`config.mk`:
```
export PLATFORM = sky130hd
export DESIGN_NAME = uuid_v4_text_generator
export DESIGN_NICKNAME = d
export VERILOG_FILES = /design/src/design/uuidg_pkg.sv /design/src/design/uuidg_front.sv /design/src/design/uuidg_queue.sv /design/src/design/uuidg_back.sv /design/src/design/uuid_v4_text_generator.sv
export SDC_FILE = /design/constraint.sdc
export NUM_CORES = 1
export LEC_CHECK = 0
export ABC_CLOCK_PERIOD_IN_PS = 12060
export BUFFER_PORTS_ARGS = -buffer_cell sky130_fd_sc_hd__buf_2
export CAP_MARGIN = 10
export CORE_MARGIN = 1.5
export CORE_UTILIZATION = 65
export CTS_BUF_LIST = sky130_fd_sc_hd__clkbuf_16
export CTS_CLUSTER_SIZE = 14
export DETAILED_ROUTE_END_ITERATION = 8
export PLACE_DENSITY = 0.84
export SLEW_MARGIN = 20
export SYNTH_ARGS = -nofsm -noshare
export SYNTH_HDL_FRONTEND = slang
export SYNTH_SLANG_ARGS = --single-unit
```
`constraint.sdc`:
```
create_clock -name clk_i -period 12.06 [get_ports clk_i]
set_input_delay 3.618 -clock clk_i [delete_from_list [all_inputs] [get_ports clk_i]]
set_output_delay 3.618 -clock clk_i [all_outputs]
set_load 0.01 [all_outputs]
```
`src/design/uuidg_pkg.sv`:
```
`timescale 1ns / 1ps
// ----------------------------------------------------------------------------
// UUID generator package
// Shared types, constants and helper functions for the version-4 UUID text
// generator: the xorshift128+ mixing step and the character pattern.
// ----------------------------------------------------------------------------
`default_nettype none

package uuidg_pkg;

  // Text geometry.
  localparam int unsigned UuidLen = 36;
  localparam logic [5:0]  LastPos = 6'd35;

  // Fixed characters of the pattern.
  localparam logic [7:0] CharDash = 8'h2d;
  localparam logic [7:0] CharFour = 8'h34;

  // Character positions with a fixed or special meaning.
  localparam logic [5:0] PosDash0   = 6'd8;
  localparam logic [5:0] PosDash1   = 6'd13;
  localparam logic [5:0] PosFour    = 6'd14;
  localparam logic [5:0] PosDash2   = 6'd18;
  localparam logic [5:0] PosVariant = 6'd19;
  localparam logic [5:0] PosDash3   = 6'd23;

  // Generator shift amounts.
  localparam int unsigned ShiftA = 23;
  localparam int unsigned ShiftB = 18;
  localparam int unsigned ShiftC = 5;

  // Kind of character at a text position.
  typedef enum logic [1:0] {
    KIND_HEX,
    KIND_VARIANT,
    KIND_DASH,
    KIND_FOUR
  } uuidg_kind_e;

  // Front-end sequencer states.
  typedef enum logic [1:0] {
    FRONT_IDLE,
    FRONT_DRAW_LO,
    FRONT_DRAW_HI,
    FRONT_PUSH
  } uuidg_front_e;

  // Two drawn words queued between front and back end.
  typedef struct packed {
    logic [63:0] word_hi;
    logic [63:0] word_lo;
  } uuidg_draw_t;

  // Handshake bundle from the front end into the queue.
  typedef struct packed {
    logic        valid;
    uuidg_draw_t data;
  } uuidg_push_t;

  // New second state word of one xorshift128+ step.
  function automatic logic [63:0] uuidg_mix(input logic [63:0] a, input logic [63:0] b);
    logic [63:0] x;
    x = a ^ (a << ShiftA);
    return x ^ b ^ (x >> ShiftB) ^ (b >> ShiftC);
  endfunction

  // Classify a text position.
  function automatic uuidg_kind_e uuidg_kind(input logic [5:0] pos);
    uuidg_kind_e k;
    case (pos)
      PosDash0, PosDash1, PosDash2, PosDash3: k = KIND_DASH;
      PosFour:                                k = KIND_FOUR;
      PosVariant:                             k = KIND_VARIANT;
      default:                                k = KIND_HEX;
    endcase
    return k;
  endfunction

  // Lower-case ASCII hex digit of a nibble.
  function automatic logic [7:0] uuidg_hex(input logic [3:0] n);
    return (n < 4'd10) ? (8'h30 + {4'h0, n}) : (8'h57 + {4'h0, n});
  endfunction

endpackage

`default_nettype wire

```
`src/design/uuidg_front.sv`:
```
`timescale 1ns / 1ps
// ----------------------------------------------------------------------------
// UUID generator front end
// Accepts requests, optionally reseeds the xorshift128+ state and draws two
// 64-bit words, one per cycle, then pushes the pair into the queue.
// ----------------------------------------------------------------------------
`default_nettype none

module uuidg_front import uuidg_pkg::*; (
  input  wire logic        clk_i,
  input  wire logic        rst_ni,
  input  wire logic        in_valid_i,
  output logic             in_ready_o,
  input  wire logic        reseed_i,
  input  wire logic [63:0] seed_first_i,
  input  wire logic [63:0] seed_second_i,
  output uuidg_push_t      push_o,
  input  wire logic        push_ready_i
);

  uuidg_front_e state_q, state_d;
  logic [63:0]  gen_a_q, gen_a_d;
  logic [63:0]  gen_b_q, gen_b_d;
  logic [63:0]  word_lo_q, word_lo_d;
  logic [63:0]  word_hi_q, word_hi_d;
  logic [63:0]  mix_b;
  logic [63:0]  drawn;
  logic         accept;

  // One generator step on the current state.
  assign mix_b = uuidg_mix(gen_a_q, gen_b_q);
  assign drawn = mix_b + gen_b_q;

  // A new transaction is taken when idle or while the finished pair leaves.
  assign in_ready_o = (state_q == FRONT_IDLE) ||
                      ((state_q == FRONT_PUSH) && push_ready_i);
  assign accept     = in_valid_i && in_ready_o;

  // Next state.
  always_comb begin
    state_d = state_q;
    case (state_q)
      FRONT_IDLE: begin
        if (accept) state_d = FRONT_DRAW_LO;
      end
      FRONT_DRAW_LO: state_d = FRONT_DRAW_HI;
      FRONT_DRAW_HI: state_d = FRONT_PUSH;
      FRONT_PUSH: begin
        if (push_ready_i) state_d = accept ? FRONT_DRAW_LO : FRONT_IDLE;
      end
      default: state_d = FRONT_IDLE;
    endcase
  end

  // Generator state, drawn words and queue push.
  always_comb begin
    gen_a_d   = gen_a_q;
    gen_b_d   = gen_b_q;
    word_lo_d = word_lo_q;
    word_hi_d = word_hi_q;
    push_o.valid        = 1'b0;
    push_o.data.word_lo = word_lo_q;
    push_o.data.word_hi = word_hi_q;
    case (state_q)
      FRONT_DRAW_LO: begin
        gen_a_d   = gen_b_q;
        gen_b_d   = mix_b;
        word_lo_d = drawn;
      end
      FRONT_DRAW_HI: begin
        gen_a_d   = gen_b_q;
        gen_b_d   = mix_b;
        word_hi_d = drawn;
      end
      FRONT_PUSH: begin
        push_o.valid = 1'b1;
      end
      default: begin
      end
    endcase
    if (accept && reseed_i) begin
      gen_a_d = seed_first_i;
      gen_b_d = seed_second_i;
    end
  end

  // Control and generator state.
  always_ff @(posedge clk_i or negedge rst_ni) begin
    if (!rst_ni) begin
      state_q <= FRONT_IDLE;
      gen_a_q <= '0;
      gen_b_q <= '0;
    end else begin
      state_q <= state_d;
      gen_a_q <= gen_a_d;
      gen_b_q <= gen_b_d;
    end
  end

  // Drawn words.
  always_ff @(posedge clk_i) begin
    word_lo_q <= word_lo_d;
    word_hi_q <= word_hi_d;
  end

endmodule

`default_nettype wire

```
`src/design/uuidg_queue.sv`:
```
`timescale 1ns / 1ps
// ----------------------------------------------------------------------------
// UUID generator queue
// Short register queue carrying drawn word pairs from the front end to the
// back end so that each side can stall on its own.
// ----------------------------------------------------------------------------
`default_nettype none

module uuidg_queue import uuidg_pkg::*; #(
  parameter int unsigned Depth = 2
) (
  input  wire logic  clk_i,
  input  wire logic  rst_ni,
  input  wire uuidg_push_t push_i,
  output logic        push_ready_o,
  output logic        pop_valid_o,
  output uuidg_draw_t pop_data_o,
  input  wire logic   pop_i
);

  localparam int unsigned PtrW = (Depth > 1) ? $clog2(Depth) : 1;
  localparam int unsigned CntW = $clog2(Depth + 1);

  uuidg_draw_t     entry_q [Depth];
  logic [PtrW-1:0] wr_ptr_q, rd_ptr_q;
  logic [CntW-1:0] count_q;
  logic            do_push, do_pop;

  assign push_ready_o = (count_q != CntW'(Depth));
  assign pop_valid_o  = (count_q != '0);
  assign pop_data_o   = entry_q[rd_ptr_q];
  assign do_push      = push_i.valid && push_ready_o;
  assign do_pop       = pop_i && pop_valid_o;

  // Pointers and fill count.
  always_ff @(posedge clk_i or negedge rst_ni) begin
    if (!rst_ni) begin
      wr_ptr_q <= '0;
      rd_ptr_q <= '0;
      count_q  <= '0;
    end else begin
      if (do_push) begin
        wr_ptr_q <= (wr_ptr_q == PtrW'(Depth - 1)) ? '0 : wr_ptr_q + 1'b1;
      end
      if (do_pop) begin
        rd_ptr_q <= (rd_ptr_q == PtrW'(Depth - 1)) ? '0 : rd_ptr_q + 1'b1;
      end
      if (do_push && !do_pop) begin
        count_q <= count_q + 1'b1;
      end else if (do_pop && !do_push) begin
        count_q <= count_q - 1'b1;
      end
    end
  end

  // Entry storage.
  always_ff @(posedge clk_i) begin
    if (do_push) begin
      entry_q[wr_ptr_q] <= push_i.data;
    end
  end

endmodule

`default_nettype wire

```
`src/design/uuidg_back.sv`:
```
`timescale 1ns / 1ps
// ----------------------------------------------------------------------------
// UUID generator back end
// Takes a word pair from the queue and emits the 36 characters of the UUID
// text through a registered output stage, one per cycle when not stalled.
// ----------------------------------------------------------------------------
`default_nettype none

module uuidg_back import uuidg_pkg::*; (
  input  wire logic        clk_i,
  input  wire logic        rst_ni,
  input  wire logic        pop_valid_i,
  input  wire uuidg_draw_t pop_data_i,
  output logic             pop_o,
  output logic             out_valid_o,
  input  wire logic        out_ready_i,
  output logic [7:0]       text_char_o,
  output logic [5:0]       char_index_o,
  output logic             last_char_o
);

  logic [127:0] words_q;
  logic [5:0]   pos_q;
  logic [4:0]   nib_q;
  logic         active_q;
  logic         out_valid_q;
  logic [7:0]   char_q;
  logic [5:0]   index_q;
  logic         last_q;

  logic         load_out;
  logic         at_last;
  logic [3:0]   nibble;
  uuidg_kind_e  kind;
  logic [7:0]   char_d;

  assign at_last  = (pos_q == LastPos);
  assign load_out = active_q && (!out_valid_q || out_ready_i);
  assign pop_o    = pop_valid_i && (!active_q || (load_out && at_last));

  // Current character.
  assign nibble = words_q[{nib_q, 2'b00} +: 4];
  assign kind   = uuidg_kind(pos_q);

  always_comb begin
    case (kind)
      KIND_DASH:    char_d = CharDash;
      KIND_FOUR:    char_d = CharFour;
      KIND_VARIANT: char_d = uuidg_hex({2'b10, nibble[1:0]});
      default:      char_d = uuidg_hex(nibble);
    endcase
  end

  // Sequencing of positions and the output register valid.
  always_ff @(posedge clk_i or negedge rst_ni) begin
    if (!rst_ni) begin
      active_q    <= 1'b0;
      out_valid_q <= 1'b0;
      pos_q       <= '0;
      nib_q       <= '0;
    end else begin
      if (load_out) begin
        out_valid_q <= 1'b1;
      end else if (out_ready_i) begin
        out_valid_q <= 1'b0;
      end
      if (pop_o) begin
        active_q <= 1'b1;
        pos_q    <= '0;
        nib_q    <= '0;
      end else if (load_out) begin
        if (at_last) begin
          active_q <= 1'b0;
        end
        pos_q <= pos_q + 1'b1;
        if ((kind == KIND_HEX) || (kind == KIND_VARIANT)) begin
          nib_q <= nib_q + 1'b1;
        end
      end
    end
  end

  // Payload registers.
  always_ff @(posedge clk_i) begin
    if (pop_o) begin
      words_q <= {pop_data_i.word_hi, pop_data_i.word_lo};
    end
    if (load_out) begin
      char_q  <= char_d;
      index_q <= pos_q;
      last_q  <= at_last;
    end
  end

  assign out_valid_o  = out_valid_q;
  assign text_char_o  = char_q;
  assign char_index_o = index_q;
  assign last_char_o  = last_q;

endmodule

`default_nettype wire

```
`src/design/uuid_v4_text_generator.sv`:
```
`timescale 1ns / 1ps
// ----------------------------------------------------------------------------
// Version-4 UUID text generator
// Top level: front end, word-pair queue and character back end.
// ----------------------------------------------------------------------------
// Usage:
//   A transaction on the input channel requests one UUID. With reseed_i high
//   the two seed words are loaded into the xorshift128+ state first; then two
//   64-bit words are drawn. The output channel carries the 36 ASCII characters
//   of the text, one per transaction, with char_index_o and last_char_o.
//   After a request is accepted, the two words are drawn, the pair is pushed
//   into the queue, the back end loads it and the first character goes into
//   the output register, from which it is shown.
//   Throughput is set by the output channel: one character per cycle while
//   the receiver does not stall. The front end runs ahead while the back end
//   is still emitting.
//   Reset clears the generator state to zero (it then yields zeros until
//   seeded), empties the queue and drops any partly sent text.
//   When the receiver stalls, the current character holds in the output
//   register; the queue fills, and then the input channel stops accepting.
// ----------------------------------------------------------------------------
`default_nettype none

module uuid_v4_text_generator import uuidg_pkg::*; #(
  parameter int unsigned QueueDepth = 2
) (
  input  wire logic        clk_i,
  input  wire logic        rst_ni,
  input  wire logic        in_valid_i,
  output logic             in_ready_o,
  input  wire logic        reseed_i,
  input  wire logic [63:0] seed_first_i,
  input  wire logic [63:0] seed_second_i,
  output logic             out_valid_o,
  input  wire logic        out_ready_i,
  output logic [7:0]       text_char_o,
  output logic [5:0]       char_index_o,
  output logic             last_char_o
);

  uuidg_push_t push;
  logic        push_ready;
  logic        pop_valid;
  uuidg_draw_t pop_data;
  logic        pop;

  // Request handling and word draws.
  uuidg_front u_front (
    .clk_i         (clk_i),
    .rst_ni        (rst_ni),
    .in_valid_i    (in_valid_i),
    .in_ready_o    (in_ready_o),
    .reseed_i      (reseed_i),
    .seed_first_i  (seed_first_i),
    .seed_second_i (seed_second_i),
    .push_o        (push),
    .push_ready_i  (push_ready)
  );

  // Decoupling queue.
  uuidg_queue #(
    .Depth (QueueDepth)
  ) u_queue (
    .clk_i        (clk_i),
    .rst_ni       (rst_ni),
    .push_i       (push),
    .push_ready_o (push_ready),
    .pop_valid_o  (pop_valid),
    .pop_data_o   (pop_data),
    .pop_i        (pop)
  );

  // Character emission.
  uuidg_back u_back (
    .clk_i        (clk_i),
    .rst_ni       (rst_ni),
    .pop_valid_i  (pop_valid),
    .pop_data_i   (pop_data),
    .pop_o        (pop),
    .out_valid_o  (out_valid_o),
    .out_ready_i  (out_ready_i),
    .text_char_o  (text_char_o),
    .char_index_o (char_index_o),
    .last_char_o  (last_char_o)
  );

endmodule

`default_nettype wire

```
==> impl_metrics.env, run 1 <==
export IMPL_status="finished, final reports clean"
export IMPL_fp_dieH_um=222
export IMPL_fmax_mhz=184
export IMPL_final_layout_size_suffix_gt1_share_pct=19.0
export IMPL_antenna_left=0
export IMPL_synth_top_family_by_area="multiplexers"
export IMPL_synth_nets=2438
export IMPL_yosys_register_bits=673
export IMPL_crit_fanout=4
export IMPL_clock_skew_ns=0.0221
export IMPL_hpwl_um=47100
export IMPL_relSlewSlack_pct=22.7
export IMPL_num_vias=18518
export IMPL_fin_crit_ns=5.44
export IMPL_grt_overflow_total=0
export IMPL_grt_max_degree=131
export IMPL_fp_coreArea_um2=46900
export IMPL_synthXorXnorAreaFrac_pct=8.05
export IMPL_cap_violations=0
export IMPL_nFillCells=2906
export IMPL_ctsResizeCount=0
export IMPL_synth_compound_area_share_pct=7.24
export IMPL_synth_edf_count=526
export IMPL_worst_slew_pin_slew_ns=1.16
export IMPL_grt_pass1_wl_um=109000
export IMPL_hold_class="reg -> reg"
export IMPL_path_clk_slew_ns=0.06
export IMPL_netlist_top_cells_area="edfxtp_1 51%, dfrtp_1 12%, xnor2_1 6.2%, mux2_2 4.7%, mux2i_1 4.1%"
export IMPL_rsz0062_at_grt="no"
export IMPL_grt_pass1_vias=18763
export IMPL_syn_cell_area_um2=31100
export IMPL_synth_seq_area_share_pct=62.6
export IMPL_yosys_area_top_type="edfxtp_1"
export IMPL_ys_types=72
export IMPL_nets=2569
export IMPL_reg2reg_slack_ns=7.32
export IMPL_setup_viol=0
export IMPL_clock_latency_ns=0.60
export IMPL_synthFlopType="edfxtp_1"
export IMPL_post_cts_buffers=0
export IMPL_finalMaxSlewViolations=0
export IMPL_setup_tns_ns=0
export IMPL_antenna_found_initial=0
export IMPL_drt_drc_violations_left=0
export IMPL_cts_htree_levels=3
export IMPL_synthTopCellsByCount="526 x edfxtp_1, 221 x xnor2_1, 210 x nand2_1, 174 x o21ai_0, 147 x dfrtp_1"
export IMPL_cts_buffer_depth=3
export IMPL_cts_sinks=673
export IMPL_gp_congestion=0.910
export IMPL_netlist_instances=2223
export IMPL_die_w_um=222
export IMPL_synth_avg_cell_area_um2=14.0
export IMPL_track_usage_pct=29.4
export IMPL_via_per_inst=6.15
export IMPL_dr_pass1_iters=6
export IMPL_die_area_um2=49200
export IMPL_drtIter0Drc=1641
export IMPL_root_buffer="clkbuf_16"
export IMPL_ys_warn_count=0
export IMPL_cts_buffers=67
export IMPL_antenna_cells=0
export IMPL_critPathArrivalTime_ns=1.82
export IMPL_io_buffers=148
export IMPL_muxShareOfSynthArea_pct=11.8
export IMPL_required_ns=8.44
export IMPL_io_pins=150
export IMPL_async_reset_ff_share_pct=21.8
export IMPL_synth_simple_gate_area_share_pct=5.28
export IMPL_routed_wl_um=71500
export IMPL_endpoint_kind="primary output"
export IMPL_initial_core_util_pct=66.4
export IMPL_worst_setup_path_type="reg -> out"
export IMPL_rows=79
export IMPL_synthAdderAreaFrac_pct=3.32
export IMPL_synth_top_area_share_pct=50.8
export IMPL_cts_tree="done"
export IMPL_finalCritPeriodShare_pct=45.1
export IMPL_cp_start_kind="flop"
export IMPL_final_hold_viol_count=0
export IMPL_ctsHoldBuffers=0
export IMPL_synth_most_common_cell="edfxtp_1"
export IMPL_wl_per_cell_um=23.7
export IMPL_area_growth_pct=11.2
==> routing by layer <==
| layer | track usage [%] | routed length, µm |
|---|---|---|
| met5 | 0 | 0 |
| met4 | 11.5 | 2490 |
| met3 | 3.70 | 4430 |
| met2 | 48.8 | 34900 |
| met1 | 40.2 | 29600 |
==> cells in the final DEF, fill, tap and decap left out, types with 20 or more instances in the layout <==
master	n
ha_1	78
nand2_1	210
mux2_2	129
mux2i_1	129
xor2_1	65
mux4_2	38
dfrtp_1	145
inv_1	44
nand4_1	20
o21ai_0	174
a21oi_1	75
o21bai_1	20
a21o_1	38
edfxtp_1	526
buf_2	147
xnor2_1	221
nor2_1	62
clkbuf_16	69
==> critical path, cell delays in order (launching register included) <==
cell	delay (ns)
dfrtp_1	0.44
nand2b_1	0.27
nand2_1	0.24
nand2_1	0.12
buf_2	0.15
==> registers in the layout, indices dropped and copies added, names as in the netlist <==
name,cells
u_queue.wr_ptr_q,1
u_back.text_char_o,7
u_queue.entry_q,256
u_front.gen_a_q,64
u_front.gen_b_q,64
u_queue.count_q,2
u_back.pos_q,6
u_back.active_q,1
u_queue.rd_ptr_q,1
u_front.word_lo_q,64
u_front.state_q,2
u_back.char_index_o,6
u_back.last_char_o,1
u_back.out_valid_o,1
u_back.words_q,128
u_front.word_hi_q,64
u_back.nib_q,5
==> path summary, 6_finish.rpt <==
check,start,to,cells past startpoint
max reg2reg,u_front.gen_a_q[27]$_DFFE_PN0P_,u_front.word_lo_q[61]$_DFFE_PN_,13
min,u_front.word_lo_q[47]$_DFFE_PN_,u_queue.entry_q[0][47]$_DFFE_PP_,0
min reg2reg,u_front.word_lo_q[47]$_DFFE_PN_,u_queue.entry_q[0][47]$_DFFE_PP_,0
max,u_queue.count_q[0]$_DFFE_PN0P_,in_ready_o,4
max in group asynchronous,rst_ni,u_queue.rd_ptr_q$_DFFE_PN0P_,2
min in group asynchronous,rst_ni,u_front.gen_b_q[48]$_DFFE_PN0P_,1
==> cell type report <==
class                      instances  area (µm²)  share of cell area (%)
tap                              607         759                    2.19
inverter                          33         124                   0.358
timing repair buffer             163         871                    2.52
clock inverter                    51         489                    1.41
clock buffer                      69        1730                    4.99
sequential                       673       19500                    56.3
multi-input combinational       1416       11200                    32.2
==> logic make-up after synthesis <==
kind of cell               after synthesis
adders and majority gates               82
muxes                                  299
AOI/OAI and AO/OA                      376
buffers and inverters                  134
DFF                                    673
and+or+nand+nor                        372
xor gates and xnor gates               286
other                                    1
==> stage by stage <==
| step | util [%] | setup slack (ns) | cells | cell area (µm²) | hold WS [ns] |
|---|---|---|---|---|---|
| 2_1_floorplan | - | 3.25 | 2223 | 31100 | 0.421 |
| 3_3_place_gp | 69.1 | 6.03 | 2892 | 32400 | 0.422 |
| 3_5_place_dp | 69.1 | 5.96 | 2892 | 32400 | 0.429 |
| 4_1_cts | 73.8 | 6.57 | 3012 | 34600 | 0.443 |
| 5_1_grt | 73.9 | 6.52 | 3012 | 34600 | 0.448 |
| 6_report | 73.9 | 6.62 | 3012 | 34600 | 0.438 |
Power of run 1 is left out: the tool's default activity adds up to more than one toggle a clock period on the data nets, which glitch-free logic cannot reach.
==> inputs of run 2 (changes only) <==
Settings changed: ABC_AREA from default to 1, ABC_CLOCK_PERIOD_IN_PS 12060 to 5700, CORE_UTILIZATION 65 to 62, PLACE_DENSITY 0.84 to 0.8.
Clock period 12.06 ns to 5.7 ns, I/O delays scaled along.
==> run 2 against run 1 <==
Net effect:
- hold slack lost 0.0051 ns
- register-to-register slack worse by 5.4 ns
- sequential cell count is the same
- core utilization down 4.0 points
- sequential share of layout area is 2.2 points lower
- critical path depth increased by 10
- die area rose by 9.7%
- critical path type is now reg -> reg
- first-iteration DRC count up 31%
==> impl_metrics.env, run 2 <==
export IMPL_status="finished, final reports clean"
export IMPL_worstHoldStart="u_front.word_hi_q[18]$_DFFE_PN_"
export IMPL_fp_dieH_um=232
export IMPL_async_reset_ff_share_pct=21.8
export IMPL_setup_viol=0
export IMPL_hold_path_end="u_queue.entry_q[1][82]$_DFFE_PP_"
export IMPL_synthFlopType="edfxtp_1"
export IMPL_drt_drc_violations_left=0
export IMPL_top_regs="u_queue.entry_q x256, u_back.words_q x128"
export IMPL_fmax_mhz=267
export IMPL_io_buffers=148
export IMPL_yosys_area_top_type="edfxtp_1"
export IMPL_cpMostUsedCell="nand2_1"
export IMPL_reg2reg_slack_ns=1.96
export IMPL_yosys_register_bits=673
export IMPL_holdPathStages=0
export IMPL_grt_pass1_wl_um=130000
export IMPL_r2r_start="u_front.gen_a_q[25]$_DFFE_PN0P_"
export IMPL_regMostFlops="u_queue.entry_q"
export IMPL_rsz0062_at_grt="no"
export IMPL_routed_wl_um=85600
export IMPL_cap_violations=0
export IMPL_fp_coreArea_um2=51600
export IMPL_endpoint_kind="flop"
export IMPL_cts_buffers=68
export IMPL_root_buffer="clkbuf_16"
export IMPL_worst_slew_pin_slew_ns=1.05
export IMPL_synthTopCellsByCount="1107 x nand2_1, 526 x edfxtp_1, 300 x inv_1, 230 x nor2_1, 175 x nand3_1"
export IMPL_r2r_end="u_front.word_hi_q[60]$_DFFE_PN_"
export IMPL_fin_crit_ns=3.74
export IMPL_syn_cell_area_um2=32600
export IMPL_final_cell_mix="1107 x nand2_1, 526 x edfxtp_1, 310 x inv_1"
export IMPL_netlist_top_cells_area="edfxtp_1 48%, nand2_1 13%, dfrtp_1 11%, xnor2_1 3.5%, inv_1 3.5%"
export IMPL_ctsHoldBuffers=0
export IMPL_via_per_inst=5.74
export IMPL_cp_slowest_cell="dfrtp_1"
export IMPL_antenna_found_initial=0
export IMPL_num_vias=23891
export IMPL_nets=3643
export IMPL_dr_pass1_iters=6
export IMPL_critPathArrivalTime_ns=4.07
export IMPL_path_clk_slew_ns=0.06
export IMPL_hold_class="reg -> reg"
export IMPL_drtIter0Drc=2149
export IMPL_r2r_worst_path_cells=14
export IMPL_cp_cell_sequence="xnor2_1, xnor2_1, xor2_1, inv_1, ha_1, nand2_1, nor2_1, inv_1, nor3_1, nand3_1, nand2_1, nand2_1, nand3_1, nand2_1"
export IMPL_final_layout_size_suffix_gt1_share_pct=8.80
export IMPL_clock_latency_ns=0.62
export IMPL_initial_core_util_pct=63.2
export IMPL_synth_nets=3500
export IMPL_ys_types=51
export IMPL_required_ns=6.02
export IMPL_track_usage_pct=32.2
export IMPL_post_cts_buffers=0
export IMPL_ctsResizeCount=0
export IMPL_synth_seq_area_share_pct=59.7
export IMPL_crit_fanout=4
export IMPL_grt_pass1_vias=23634
export IMPL_cp_start_kind="flop"
export IMPL_grt_max_degree=108
export IMPL_cts_tree="done"
export IMPL_area_growth_pct=10.5
export IMPL_ys_warn_count=0
export IMPL_clock_skew_ns=0.0206
export IMPL_gp_congestion=0.995
export IMPL_relSlewSlack_pct=30.2
export IMPL_grt_overflow_total=0
export IMPL_finalMaxSlewViolations=0
export IMPL_finalCritPeriodShare_pct=65.7
export IMPL_largest_reg_flops=256
export IMPL_netlist_instances=3285
export IMPL_cts_buffer_depth=3
export IMPL_antenna_left=0
export IMPL_wl_per_cell_um=20.6
export IMPL_setup_tns_ns=0
export IMPL_die_area_um2=54000
export IMPL_cts_htree_levels=3
export IMPL_hpwl_um=60500
export IMPL_synth_most_common_cell="nand2_1"
export IMPL_synth_top_area_share_pct=48.5
export IMPL_cts_sinks=673
export IMPL_worst_setup_path_type="reg -> reg"
export IMPL_layout_commonest_cell="nand2_1"
export IMPL_final_hold_viol_count=0
export IMPL_die_w_um=232
export IMPL_critPathMaxStageDelay_ns=0.49
export IMPL_io_pins=150
export IMPL_rows=83
export IMPL_synth_avg_cell_area_um2=9.92
export IMPL_synth_edf_count=526
run 2: cell count changes after synthesis, moves of 90 or more:
cell	previous run	this run
nand2_1	210	1107
inv_1	32	300
nor2_1	63	230
nand3_1	14	175
mux2_2	129	0
mux2i_1	129	0
o21ai_0	174	77
xnor2_1	221	131
run 2: worst max-delay path by stage:
stage / startpoint / endpoint / slack (ns) / cells after the start
floorplan: out_ready_i / u_back.words_q[0]$_DFFE_PP_ / 0.40 / 6
global placement: out_ready_i / u_back.words_q[65]$_DFFE_PP_ / 1.59 / 8
detailed placement: out_ready_i / u_back.words_q[7]$_DFFE_PP_ / 1.54 / 8
CTS: u_front.state_q[1]$_DFFE_PN0P_ / in_ready_o / 1.98 / 4
global route: u_front.gen_a_q[36]$_DFFE_PN0P_ / u_front.word_hi_q[60]$_DFFE_PN_ / 1.74 / 14
finish: u_front.gen_a_q[25]$_DFFE_PN0P_ / u_front.word_hi_q[60]$_DFFE_PN_ / 1.96 / 14
run 2: per-layer routing:
metal	vias up	wire (µm)	share of wire (%)	track usage, %
met3	257	5430	6.3	4.36
li1	11157	-	-	-
met2	1095	41600	49	53.9
met4	0	4890	5.7	17.8
met5	-	0	0	0
met1	11382	33700	39	40.6
run 2: critical path: cells and delay by family, from the launching register on:
kind | cells | cell delay (ns)
simple gates | 8 | 1.51
xor+xnor | 3 | 0.86
flops | 1 | 0.49
fa+ha+maj | 1 | 0.39
buf+inv | 2 | 0.20
run 2: final cells by class:
| type | instances | area [µm²] |
|---|---|---|
| Antenna cell | 2 | 5.00 |
| Clock buffer | 68 | 1700 |
| Clock inverter | 53 | 438 |
| Fill cell | 3699 | 15600 |
| Inverter | 312 | 1180 |
| Multi-Input combinational cell | 2209 | 11400 |
| Sequential cell | 673 | 19500 |
| Tap cell | 680 | 851 |
| Timing Repair Buffer | 164 | 921 |
run 2: kinds of logic after synthesis:
group | share of synthesized area [%]
buffers and inverters | 5.20
other | 0.0115
and+or+nand+nor | 19.3
xor gates and xnor gates | 6.77
AOI/OAI and AO/OA | 5.78
adders and majority gates | 3.17
DFF | 59.7
run 2: through the flow:
step                util, %  hold WS, ns  cell area [µm²]  cells  setup slack [ns]
floorplan                 -        0.421            32600   3285             0.402
global placement       65.6        0.422            33900   4038              1.59
detailed placement     65.6        0.431            33900   4038              1.54
CTS                    69.8        0.432            36000   4159              1.98
global route           69.8        0.440            36000   4159              1.74
finish                 69.8        0.433            36000   4161              1.96
Power of run 2 is left out for the same reason.
